--- config.mk ---
export PLATFORM = sky130hd
export DESIGN_NAME = pff_ram
export DESIGN_NICKNAME = d
export VERILOG_FILES = /design/src/pff_ram.sv
export SDC_FILE = /design/constraint.sdc
export NUM_CORES = 2
export LEC_CHECK = 0
export BUFFER_PORTS_ARGS = -buffer_cell sky130_fd_sc_hd__buf_4
export CAP_MARGIN = 5
export CORE_MARGIN = 5
export CORE_UTILIZATION = 30
export CTS_CLUSTER_DIAMETER = 100
export DETAILED_ROUTE_END_ITERATION = 12
export PLACE_DENSITY = 0.44
export SETUP_SLACK_MARGIN = 0.5
export SLEW_MARGIN = 15
export SYNTH_ARGS = -nofsm -noshare
export SYNTH_HDL_FRONTEND = slang
export SYNTH_SLANG_ARGS = --single-unit
export TNS_END_PERCENT = 20
--- constraint.sdc ---
create_clock -name clk -period 4.5 [get_ports clk]
set_input_delay 0.45 -clock clk [delete_from_list [all_inputs] [get_ports clk]]
set_output_delay 0.45 -clock clk [all_outputs]
set_load 0.02 [all_outputs]
--- src/pff_ram.sv ---
// Generic simple dual-port RAM: one write port, one read port, registered read.
// Standalone; used for the term table and the sample history.
module pff_ram #(
  parameter int WIDTH = 16,
  parameter int DEPTH = 256
) (
  input  logic                     clk,
  input  logic                     wr_en,
  input  logic [$clog2(DEPTH)-1:0] wr_addr,
  input  logic [WIDTH-1:0]         wr_data,
  input  logic                     rd_en,
  input  logic [$clog2(DEPTH)-1:0] rd_addr,
  output logic [WIDTH-1:0]         rd_data
);

  logic [WIDTH-1:0] mem [DEPTH];

  always_ff @(posedge clk) begin
    if (wr_en) begin
      mem[wr_addr] <= wr_data;
    end
    if (rd_en) begin
      rd_data <= mem[rd_addr];
    end
  end

endmodule

== Word level (Yosys, flattened, before mapping) ==
Memories as Yosys holds them, arrays and structs flattened. A register that Yosys moved wholly into a read port is not among the register bits.
Index checks and enable logic that the tools add are counted.
Widths: inputs -> output; s select.
Word-level totals
  memories kept: 1
  bits of input ports: 35
  RAM bits: 4096
  flip-flop bits (word level): 0
  output and inout bits: 16
  word-level logic and storage cells: 3
Memories
  mem: depth 256, bits a word 16, read ports 1, clocked after Yosys merged registers in 1, wr ports 1, line 16  | logic [WIDTH-1:0] mem [DEPTH];
Operators by class
  mux-type cells: 2
Operator list (count)
  $mux 1: 2

== Depth between registers and ports, before layout ==
  depth in word-level cells: 2
  depth in mapped cells: 12
  mapped depth without buffers: 6

== Worst setup path after synthesis ==
OpenSTA, ideal clock, no wires.
  path type: in2reg
  from: input port rd_addr[0]
  to: register rd_data[4] (read register of mem), data pin
  slack: 1801 ps
  data required time: 4235 ps
  stages on the path: 8
  path buffers: 3
  library setup time: 265 ps
  arrival time: 2434 ps
  cells stage by stage: buf_6 > buf_6 > buf_2 > mux4_2 > mux4_2 > a22o_1 > o32ai_2 > nor4_2
RTL lines
  start, declared: line 12  | input logic [$clog2(DEPTH)-1:0] rd_addr,
  end, declared: line 13  | output logic [WIDTH-1:0] rd_data

==> metrics.txt <==
final std cell area, no fill 186000 µm²; post-synthesis cell count 7360; Via density 5.16; EDFF count, synth 4112; RSZ-0062 raised after global routing false; Seq pwr share 51.4%; Slew Viols, Final 0; drt drc 0; CORE AREA 528000 µm²; YS warnings 0; Syn Area/Cell 21.6 µm²; die area 544000 µm²; grt total ovfl 0; kind of start point of the critical path primary input; Die Ht 738 µm; Overall Global Routing Usage 17.8%; Worst Path Required 5270 ps; Port Buffer Count 50; post-CTS setup buffers 0; post-synthesis cell type count 51; sequential share of the synthesized area 77.7%; critical path peak fanout 34; Yosys top cell by area edfxtp_1; area of the mapped netlist 159000 µm²; syn nets 7395; Clk Latency, worst-skew pair 1050 ps; Max Cap Viol 0; clock share of power 43.2%; pin count of the biggest net entering global routing 117; DR vias 79.8k; starting density of the core 30.1%; Placed Area 172000 µm²; power per cell area 442 nW/µm²; cts repair resizes 0; predominant post-synthesis flop cell edfxtp_1; layout cell share with drive strength beyond 1 28.2%; Core Util, Final 35.2%; clock sinks 4112; arrival time at the worst endpoint 4190 ps; Tmin final 3420 ps; WS Path Type primary input to flop; final clock skew 131 ps; Boundary Pins 51; Post-DRT Antenna Nets 0; GP Congestion 0.827; CTS tree built; Max Clk Rate 292 MHz; # rows 267; antenna violations before repair 32; WL per Instance 32.0 µm; Max VDD drop 349 µV; number of global-route vias before repair 80.7k; setup TNS 0 ps; share of the synthesized area in the top cell type 77.7%; critical path endpoint category flop; sw power 18300 µW; Longest Clk Path Bufs 4; worst slew pin tran 1290 ps; combinational share of power 5.3%; Int Pwr 64000 µW; CTS clk-pin slew, worst paths 60 ps; Hold Path Class primary input to flop; starting DRC count in detailed routing 8652; Synth async-reset ratio 0%; crit share post-route 76.0%; first-pass GRT wire length 681000 µm; cts bufs inserted 451; maximum level of the CTS H-tree 5; top post-synthesis cells by area edfxtp_1 78%, mux4_2 11%, mux2i_1 3.6%; R2R Path Start mem[23][15]; Switching Share 22.2%; outcome completed; synth-to-layout area growth 17.2%; final wirelength 495000 µm; CP startpoint rd_addr[0]; final setup violation count 0; Post-layout nets 8109; Root Driver clkbuf_16; DRT Pass-1 Iters 5; die width 738 µm; hold_sp wr_addr[2]; Hold Fails Final Rpt 0; slew margin rel. 13.5%; Lkg Pwr 0.0585 µW; Seq cells post-synth 4112; hpwl dp 308000 µm
[registers in the layout (all words and copies together), names as in the netlist]
register	count
rd_data	16
mem	4096
[critical path: stages]
cell,delay (ps)
buf_16,250
buf_12,240
buf_4,260
buf_4,280
mux4_2,560
mux4_2,460
a22o_1,490
o32ai_1,760
buf_4,260
nor4_1,60
[per-stage QoR]
stage	hold slack, ps	cells	worst slack, ps	total power (µW)
after global placement	865	14600	-326	47500
after floorplan	549	7360	1800	45200
after detailed placement	879	14600	-106	47600
after global routing	138	15400	1040	85000
after CTS	102	15400	1040	83200
final	205	15500	1080	82300
[cell families after synthesis]
| kind of cell | count (synthesis) | share of synthesized area [%] |
|---|---|---|
| DFF | 4112 | 77.7 |
| muxes | 1450 | 15.5 |
| and+or+nand+nor | 556 | 1.57 |
| buffers and inverters | 456 | 1.69 |
| AOI/OAI and AO/OA | 786 | 3.53 |
[power groups by stage]
stage          Combinational [µW]  Clock, µW  Sequential, µW
3_3_place_gp                 4410          0           43100
6_report                     4390      35600           42300
5_1_grt                      4600      38100           42300
4_1_cts                      4480      36400           42300
2_1_floorplan                2080          0           43100
3_5_place_dp                 4450          0           43100
[layer usage]
| layer | routed length, µm | GRT usage (%) |
|---|---|---|
| met5 | 89 | 0 |
| met1 | 218000 | 25.2 |
| met3 | 28000 | 2.61 |
| met2 | 238000 | 29.2 |
| met4 | 11200 | 3.83 |
[what timing repair did]
| action | 4_1_cts | 5_1_grt |
|---|---|---|
| hold buffers | 17 | 0 |
| hold endpoints to repair | 529 | 0 |
| endpoints found under the setup margin | 0 | 0 |
[layout by cell type, fill, tap and decap left out, drive strengths merged, types with 16 or more instances in the layout]
| cell type | instances |
|---|---|
| a211oi | 18 |
| clkbuf | 546 |
| inv | 17 |
| a21oi | 175 |
| mux2 | 88 |
| nor3 | 92 |
| nand4 | 26 |
| dlygate4sd3 | 17 |
| buf | 695 |
| nand2 | 38 |
| edfxtp | 4112 |
| a221oi | 28 |
| mux4 | 797 |
| o21ai | 38 |
| o31ai | 16 |
| mux2i | 565 |
| nor2 | 304 |
| a22oi | 43 |
| clkinv | 232 |
| o32ai | 21 |
| nor4 | 18 |
| o22ai | 148 |
| a22o | 32 |
| nand3 | 35 |
| bufinv | 32 |
| o221ai | 253 |
[cells in the mapped netlist (2+ instances only)]
cell type / n
mux4_2: 797
nand4_1: 26
mux2_2: 88
buf_12: 5
o221ai_1: 252
a31oi_1: 6
a211oi_1: 18
o21ai_0: 37
o32ai_1: 20
buf_4: 26
buf_1: 27
nand2_1: 38
clkbuf_1: 230
nor3_1: 92
and4_1: 2
nor4bb_1: 2
buf_6: 77
a2111oi_0: 6
o31ai_1: 16
a21o_1: 2
buf_2: 76
buf_8: 11
nand4b_1: 3
a21oi_1: 175
nand3_1: 35
o22ai_1: 148
mux2i_1: 565
a22oi_1: 43
or3_1: 2
edfxtp_1: 4112
or2_2: 4
a22o_1: 32
a221oi_1: 28
inv_1: 3
nor2_1: 304
nor4_1: 17
nor2b_1: 9
nand2b_1: 3
and3_1: 11
[final cells by class]
| cell class | count | area [µm²] |
|---|---|---|
| fillers | 48800 | 342000 |
| flip-flops and latches | 4112 | 123000 |
| multi-input cells | 2792 | 33300 |
| clock buffers | 545 | 11700 |
| well taps | 6994 | 8750 |
| repair buffers | 713 | 6440 |
| clock inverters | 284 | 2470 |
| inverters | 4 | 27.5 |
| diodes | 11 | 27.5 |
[final timing paths]
kind / to / slack, ps / cells past startpoint
min: mem[62][1] / 210 / 3
max: rd_data[15] / 1080 / 10
min reg2reg: rd_data[4] / 1110 / 5
max reg2reg: rd_data[15] / 1340 / 6
Power figures use the tool's default switching activity.
