===== src/pff_pkg.sv =====
// Package for the power-of-two coefficient FIR filter.
// Holds sizes, action codes and the accumulator control struct; no dependencies.
package pff_pkg;

  localparam int NUM_GROUPS    = 16;
  localparam int TERM_DEPTH    = 512;
  localparam int HISTORY_DEPTH = 256;

  localparam int GROUP_AW     = $clog2(NUM_GROUPS);
  localparam int TERM_AW      = $clog2(TERM_DEPTH);
  localparam int HIST_AW      = $clog2(HISTORY_DEPTH);
  localparam int SAMPLE_W     = 16;
  localparam int ACC_W        = 40;
  localparam int SAMPLE_SHIFT = 16;
  localparam int COUNT_W      = 8;
  localparam int ADDR_W       = 9;
  localparam int WORD_W       = 9;
  localparam int DELAY_W      = 8;

  typedef enum logic [1:0] {
    ACT_SAMPLE = 2'd0,
    ACT_GROUP  = 2'd1,
    ACT_TERM   = 2'd2,
    ACT_NONE   = 2'd3
  } action_t;

  typedef struct packed {
    logic clear;
    logic add_en;
    logic sub;
    logic shift;
  } acc_ctrl_t;

endpackage


===== src/pff_acc.sv =====
// Shared 40-bit accumulator: clear, add or subtract a scaled sample, shift right by one.
// Depends on pff_pkg.
module pff_acc (
  input  logic                                clk,
  input  pff_pkg::acc_ctrl_t                  ctrl,
  input  logic signed [pff_pkg::SAMPLE_W-1:0] operand,
  output logic signed [pff_pkg::ACC_W-1:0]    acc
);
  import pff_pkg::*;

  logic signed [ACC_W-1:0] scaled;

  // sign-extend and place the sample 16 bits up
  assign scaled = {{(ACC_W - SAMPLE_W - SAMPLE_SHIFT){operand[SAMPLE_W-1]}},
                   operand, {SAMPLE_SHIFT{1'b0}}};

  always_ff @(posedge clk) begin
    if (ctrl.clear) begin
      acc <= '0;
    end else if (ctrl.add_en) begin
      acc <= ctrl.sub ? (acc - scaled) : (acc + scaled);
    end else if (ctrl.shift) begin
      acc <= acc >>> 1;
    end
  end

endmodule


===== config.mk =====
export PLATFORM = sky130hd
export DESIGN_NAME = pff_acc
export DESIGN_NICKNAME = d
export VERILOG_FILES = /design/src/pff_pkg.sv /design/src/pff_acc.sv
export SDC_FILE = /design/constraint.sdc
export NUM_CORES = 1
export LEC_CHECK = 0
export BUFFER_PORTS_ARGS = -buffer_cell sky130_fd_sc_hd__buf_2
export CORE_MARGIN = 4
export CORE_UTILIZATION = 51
export CTS_CLUSTER_DIAMETER = 40
export DETAILED_ROUTE_END_ITERATION = 8
export GPL_ROUTABILITY_DRIVEN = 0
export HOLD_SLACK_MARGIN = 0.12
export PLACE_DENSITY = 0.77
export SYNTH_ARGS = -nofsm -noshare
export SYNTH_HDL_FRONTEND = slang
export SYNTH_SLANG_ARGS = --single-unit

===== constraint.sdc =====
create_clock -name clk -period 2.9 [get_ports clk]
set_input_delay 0.29 -clock clk [delete_from_list [all_inputs] [get_ports clk]]
set_output_delay 0.29 -clock clk [all_outputs]
set_load 0.01 [all_outputs]

======== After elaboration in Yosys (flattened, before gate mapping) ========
Cells that the tools add are included.
operators by class
  add/sub/neg operators ................... 2
  multiplexer cells ....................... 3
  reductions and logical operators ........ 1
operators by type and width
  operator            count
  $mux W40            2
  $add A40 B32 Y40    1
  $sub A40 B32 Y40    1
  $mux W39            1
  $reduce_bool A2 Y1  1
storage, ports and cells
  register bits after elaboration ......... 40
  bits of input ports ..................... 21
  word-level logic and storage cells ...... 8

======== Logic depth before layout (Yosys ltp) ========
Gate-level depths: netlist (run 1).
  word-level depth ........................ 3
  mapped depth ............................ 15
  mapped depth without buffers ............ 14

======== Worst setup path before layout (run 1) ========
No wires, ideal clock.
  kind .................................... input -> register
  start ................................... input port operand[8] (netlist name)
  end ..................................... register acc[36] (netlist name)
  library setup time ...................... 0.082 ns
  arrival time ............................ 2.955 ns
  required time ........................... 2.818 ns
  path slack .............................. -0.137 ns
  cell stages on the path ................. 14
  buffers on the path ..................... 1
  cells stage by stage .................... nor4_2 -> nor3b_2 -> and2_1 -> a21oi_1 -> xnor2_1 -> ha_1 -> clkbuf_1 -> a21oi_1 -> o21ai_0 -> a21o_1 -> a21oi_1 -> o21ai_0 -> or4_1 -> o2111ai_1
between the ends
  cells in the longest elaborated chain, start to end .. 3
  elaborated cells on any way between the ends .. 4
ends and longest elaborated chain
  item                                                         RTL line       source
  start: declaration                                           pff_acc.sv:6   input logic signed [pff_pkg::SAMPLE_W-1:0] operand,
  $add A40 B32 Y40 / $sub A40 B32 Y40 (equally long branches)  pff_acc.sv:21  acc <= ctrl.sub ? (acc - scaled) : (acc + scaled);
  $mux W40 (*)                                                 pff_acc.sv:21
  $mux W40 (*)                                                 pff_acc.sv:20  end else if (ctrl.add_en) begin
  end signal: assignment                                       pff_acc.sv:21
  end signal: assignment                                       pff_acc.sv:23  acc <= acc >>> 1;
  end: declaration                                             pff_acc.sv:7   output logic signed [pff_pkg::ACC_W-1:0] acc
Mark *: on every way between the ends. The rest lies on a longest branch, timed or not. The select of a mux whose other input is x is not followed.
A chain may end at the register's enable or synchronous reset.

======== Worst setup path in the final report (run 1) ========
  start ................................... input port operand[4] (netlist name)
  end ..................................... register acc[39] (netlist name)
The elaborated chain is that of the path after synthesis.

==> results of run 1 <==
-- logic make-up after synthesis --
logic type,after synthesis
flops,40
xor+xnor,29
simple gates,144
buf+inv,36
compound gates,136
mux,14
fa+ha+maj,26
-- layer usage --
layer / track usage, % / routed length, um / vias to the layer above
met3: 4.283 / 857 / 34
met2: 42.49 / 4974 / 193
met5: 0 / 0 / -
met1: 33.22 / 4575 / 1758
met4: 7.005 / 319 / 0
li1: - / - / 1802
-- through the flow --
step | util, % | total power, mW | TNS [ns] | worst slack [ns] | instance area [um2]
final | 74.98 | 2.548 | -0.03493 | -0.03493 | 4571
after floorplan | - | 1.383 | -0.01035 | -0.01035 | 3342
after global placement | 69.68 | 1.862 | -1.402 | -0.2406 | 4248
after CTS | 71.78 | 2.394 | 0 | 0.006614 | 4375
after global routing | 74.98 | 2.682 | -0.5333 | -0.1501 | 4571
after detailed placement | 69.68 | 1.902 | -2.174 | -0.3266 | 4248
-- cell usage after synthesis, types with 2 or more instances --
cell type / number / area (um2)
nand3_1: 4 / 20.02
o22ai_1: 2 / 12.51
nand4_1: 3 / 18.77
xor2_1: 9 / 78.83
nand2_1: 54 / 202.7
o211ai_1: 2 / 15.01
buf_1: 5 / 18.77
nand4b_1: 2 / 17.52
and3_1: 3 / 18.77
o21ai_0: 12 / 60.06
a211o_1: 2 / 17.52
o21bai_1: 2 / 15.01
or2_2: 2 / 12.51
nor3_1: 5 / 25.02
o2111a_1: 2 / 22.52
a21oi_1: 52 / 260.3
o211a_1: 2 / 20.02
a211oi_1: 33 / 247.7
nand3b_1: 2 / 15.01
xnor2_1: 20 / 175.2
a21o_1: 6 / 45.04
nand2b_1: 5 / 31.28
o21a_1: 4 / 30.03
nor2_1: 28 / 105.1
dfxtp_1: 40 / 800.8
a31oi_1: 3 / 18.77
clkbuf_1: 24 / 90.09
o31ai_1: 2 / 15.01
o2111ai_1: 2 / 17.52
ha_1: 25 / 312.8
inv_1: 7 / 26.28
nor3b_1: 4 / 30.03
and2_1: 3 / 18.77
nor2b_1: 18 / 112.6
mux2i_1: 12 / 120.1
nor4_1: 3 / 18.77
-- cell type report --
class / count / area [um2]
multi-input combinational: 349 / 2539
fill: 464 / 1525
timing repair buffer: 151 / 996.0
sequential: 40 / 800.8
tap: 75 / 93.84
clock buffer: 5 / 68.82
clock inverter: 3 / 46.29
inverter: 7 / 26.28
-- worst reg2reg max path: cells and delay by family, from the launching register on --
family	cells	cell delay, ns
buffers and inverters	2	0.16
and+or+nand+nor	2	0.63
AOI/OAI and AO/OA	5	0.76
DFF	1	0.34
adders and majority gates	2	0.59
-- cells in the final DEF, fill, tap and decap left out, drive strengths merged, types with 6 or more instances in the layout --
master and count:
nor2 28, nor2b 18, a21oi 53, inv 8, o21ai 14, a211oi 33
buf 151, a21o 6, mux2i 12, xor2 9, xnor2 20, ha 25
dfxtp 40, nand2 54
-- worst paths after layout --
kind              startpoint  endpoint  slack [ns]  cells past startpoint
hold reg to reg       acc[0]    acc[0]        0.46                      2
hold / removal       ctrl[2]   acc[38]        0.43                      2
setup reg to reg     acc[16]   acc[36]        0.35                     11
setup / recovery  operand[4]   acc[39]       -0.03                     15
-- repair_timing --
action | 4_1_cts | 5_1_grt
cloned | 0 | 0
resized for setup | 3 | 35
setup buffers | 0 | 7
pin swaps | 3 | 35
endpoints found under the setup margin | 5 | 10
-- power groups by stage --
stage	Clock (mW)	Combinational [mW]	Sequential [mW]
final	0.483	1.38	0.685
after global routing	0.509	1.48	0.691
after CTS	0.487	1.23	0.678
after detailed placement	0	1.21	0.690
after global placement	0	1.17	0.689
after floorplan	0	0.686	0.697
==> results_dict.tcl, run 1 <==
set metrics [dict create \
    p_per_area_nw_per_um2 557.4 \
    p_int_mw 1.547 \
    combPwrFrac_pct 54.2 \
    layout-drive-gt1-share_pct 36.76 \
    grt_pass1_wl_mm 15.76 \
    synth_area_um2 3282 \
    fmax_ghz 0.3407 \
    start_util_pct 53.84 \
    reg_top3 "acc x40" \
    leakagePower_nw 2.060 \
    finalSetupViolCount 1 \
    synth_warnings 0 \
    numCtsBuffers 5 \
    synth_cells 425 \
    crit_path_max_incr_delay_ns 0.37 \
    num_vias 3787 \
    io_buffer_count 60 \
    cp-start-kind "input pin" \
    clock-sinks 40 \
    yosysUniqueCellTypes 57 \
    vdd_ir_drop_max_mv 0.3751 \
    clk_pin_slew_ns 0.09 \
    worstPathArrival_ns 3.13 \
    synth-compound-area-share_pct 27.14 \
    cts_root_buffer "clkbuf_8" \
    synth_xor_area_share_pct 7.739 \
    endpoint_kind "flop" \
    grt_max_degree 47 \
    vias_per_cell 6.011 \
    synthAdderAreaFrac_pct 10.14 \
    firstDrtPassIters 5 \
    grt_pass1_vias 3376 \
    rsz0062_at_grt "true" \
    ios 61 \
    place_hpwl_mm 7.494 \
    synth-edff-count 0 \
    fin_nets 601 \
    ys_ff_latch 40 \
    largest_reg_flops 40 \
    crit_fanout 4 \
    fin_ws_ns -0.03493 \
    grt_use_total_pct 25.19 \
    syn_area_per_cell_um2 7.722 \
    clk_latency_ns 0.30 \
    h-tree-depth 2 \
    rows 28 \
    seq_area_frac_synth_pct 24.40 \
    final_hold_viol_count 0 \
    tightest_slew_ns 0.8434 \
    worstSetupPathType "input pin to flop" \
    antennaDiodeCount 0 \
    pwr-share-seq_pct 26.9 \
    async_reset_ff_share_pct 0 \
    regMostFlops "acc" \
    wl_mm 10.73 \
    slowest_stage "ha_1" \
    power.net_switching_mw 1.000 \
    status "finished, violations left" \
    clk_path_buf_depth 2 \
    die_w_um 88.22 \
    cts_tree "done" \
    hold_ws_ns 0.4337 \
    synth-simple-area-share_pct 22.11 \
    hp-class "input pin to flop" \
    crit_required_ns 3.10 \
    hold_buffers 0 \
    drtAntennaViolNets 0 \
    cp_common_cell "buf_4" \
    antenna_found_initial 0 \
    die_y_um 88.22 \
    post-route-min-period_ns 2.935 \
    die_area_um2 7783 \
    synthFlopType "dfxtp_1" \
    pwr-share-clk_pct 18.9 \
    cp_cell_sequence "buf_2, nor3_4, buf_4, nand4b_1, nor2b_1, xnor2_1, ha_1, nand2_1, nor2_1, a211oi_2, buf_4, a21o_1, a31oi_1, mux2i_1, mux2_1" \
    crit_buf_inv 3 \
    placed_cells_incl_taps 615 \
    crit_family "simple AND/OR/NAND/NOR gates" \
    synth_mux_area_share_pct 4.346 \
    fin_skew_ns 0.009117 \
    drv_slew 0 \
    cap_violations 0 \
    fin_crit_sh_pct 101.2 \
    drt-initial-drc-count 295 \
    overflow 0 \
    areaGrowthSynthToFinish_pct 39.27 \
    violations "setup timing" \
    syn_nets 472 \
    core-area_um2 6096 \
    synth_top_family_by_area "compound AO/OA/AOI/OAI gates" \
    wl_per_cell_um 17.03 \
    switching_share_pct 39.26 \
    slew_headroom_pct 43.77 \
    post-route-drc-count 0 \
    final_cell_count_no_fill 630 \
]
No activity file was read; power rests on OpenSTA's default activity.
==> run 2: changes to the inputs <==
--- a/config.mk
+++ b/config.mk
@@ -6,7 +6,8 @@
 export NUM_CORES = 1
 export LEC_CHECK = 0
 export BUFFER_PORTS_ARGS = -buffer_cell sky130_fd_sc_hd__buf_2
-export CORE_MARGIN = 4
+export CAP_MARGIN = 40
+export CORE_MARGIN = 2
 export CORE_UTILIZATION = 51
 export CTS_CLUSTER_DIAMETER = 40
 export DETAILED_ROUTE_END_ITERATION = 8
==> run 2 against run 1 <==
Against the previous run:
- the flow still finishes with violations (setup timing)
- clock power is 2% higher
- final cell count decreased by 0.16%
- setup slack gained 0.018 ns
- sequential power fell by 0.7%
- combinational power down 3%
- register-to-register slack is essentially flat
- final area hardly changed
- sequential share of layout area about the same
- maximum frequency increased by 0.63%
- worst hold slack lost 0.025 ns
- critical endpoint unchanged
==> results_dict.tcl, run 2 (synthesized netlist as in run 1, its figures left out) <==
set metrics [dict create \
    die_w_um 84.22 \
    clk_latency_ns 0.31 \
    final_hold_viol_count 0 \
    status "finished, violations left" \
    rsz0062_at_grt "true" \
    grt_max_degree 47 \
    wl_per_cell_um 15.73 \
    fin_crit_sh_pct 100.6 \
    core-area_um2 6277 \
    fmax_ghz 0.3429 \
    cts_root_buffer "clkbuf_8" \
    wl_mm 9.894 \
    p_per_area_nw_per_um2 548.9 \
    num_vias 3714 \
    grt_pass1_wl_mm 15.44 \
    cp-start-kind "input pin" \
    grt_pass1_vias 3448 \
    ios 61 \
    drt-initial-drc-count 186 \
    layout-drive-gt1-share_pct 37.14 \
    start_util_pct 52.28 \
    antenna_found_initial 0 \
    finalSetupViolCount 2 \
    multi_input_area_um2 2557 \
    seqCellArea_um2 800.8 \
    final_common_cell "buf_4" \
    h-tree-depth 2 \
    drtAntennaViolNets 0 \
    overflow 0 \
    fin_ws_ns -0.01655 \
    placed_area_um2 4213 \
    grt_use_total_pct 26.16 \
    finish.utilization_pct 72.85 \
    fill_cells 505 \
    post-route-min-period_ns 2.917 \
    place_hpwl_mm 6.978 \
    fin_skew_ns 0.002313 \
    post-route-drc-count 0 \
    vdd_ir_drop_max_mv 0.3943 \
    cts_tree "done" \
    post-place-ws_ns -0.3310 \
    die_area_um2 7093 \
    areaGrowthSynthToFinish_pct 39.34 \
    violations "setup timing" \
    numCtsBuffers 5 \
    clk_path_buf_depth 2 \
    leakagePower_nw 2.052 \
    worstPathArrival_ns 3.12 \
    endpoint_kind "flop" \
    clock-sinks 40 \
    drv_slew 0 \
    firstDrtPassIters 5 \
    cap_violations 0 \
    regMostFlops "acc" \
    clk_pin_slew_ns 0.09 \
    rows 29 \
    antennaDiodeCount 0 \
    crit_fanout 3 \
    largest_reg_flops 40 \
    slew_headroom_pct 42.64 \
    worstSetupPathType "input pin to flop" \
    setup_tns_ns -0.02602 \
    fin_nets 598 \
    hp-class "input pin to flop" \
    vias_per_cell 5.905 \
    crit_required_ns 3.10 \
    die_y_um 84.22 \
    reg_top3 "acc x40" \
    final_area_um2 4573 \
    hold_buffers 0 \
    tightest_slew_ns 0.8604 \
    io_buffer_count 60 \
    final_cell_mix "87 x buf_4, 58 x buf_2, 53 x nand2_1" \
]
[run 2: changes by cell type in the layout (fill, tap and decap cells not counted), sizes merged]
cell,before,now
buf,151,148
[run 2: layout make-up]
type	count	area share, %
timing repair buffer	148	21.37
multi-input combinational	349	55.92
tap	77	2.107
sequential	40	17.51
inverter	7	0.5746
clock buffer	5	1.505
clock inverter	3	1.012
[run 2: through the flow]
| stage | hold WS [ns] | total power [mW] | cells |
|---|---|---|---|
| final | 0.4090 | 2.510 | 629 |
| after global routing | 0.4260 | 2.664 | 629 |
| after CTS | 0.4148 | 2.366 | 621 |
| after detailed placement | 0.4457 | 1.873 | 612 |
| after global placement | 0.4403 | 1.846 | 612 |
| after floorplan | 0.4805 | 1.383 | 425 |
[run 2: power by group]
group          switching (mW)  total (mW)  internal [mW]
Clock                   0.231       0.491          0.260
Sequential             0.0727       0.680          0.608
Combinational           0.661        1.34          0.678
Total                   0.965        2.51           1.55
[run 2: worst max-delay path: stages]
cell	delay (ns)
buf_2	0.12
nor3_4	0.24
buf_4	0.15
buf_4	0.09
nand4b_1	0.13
nor3b_2	0.22
nor3_1	0.07
a21oi_1	0.24
ha_1	0.24
o21ai_0	0.10
o21bai_1	0.21
o2111a_1	0.22
nor2_1	0.04
a31oi_1	0.19
mux2i_1	0.23
mux2_1	0.33
[run 2: timing repair]
item | CTS | global route
buffers inserted | 1 | 9
endpoints found under the setup margin | 1 | 8
pin swaps | 3 | 35
endpoints found under the hold margin | 0 | 0
resized for setup | 1 | 42
[run 2: path summary, 6_finish.rpt]
| check | start | end | slack [ns] | cells past startpoint |
|---|---|---|---|---|
| worst min register to register | acc[0] | acc[0] | 0.46 | 2 |
| worst min-delay path | operand[0] | acc[16] | 0.41 | 4 |
| worst max-delay path | operand[3] | acc[39] | -0.02 | 16 |
| worst max register to register | acc[16] | acc[36] | 0.34 | 11 |
[run 2: metal layers]
metal	GRT usage, %	wire, um	vias up
met5	0	0	-
met4	9.531	416	0
met3	4.326	505	34
met2	46.46	4901	125
met1	31.68	4071	1751
li1	-	-	1804
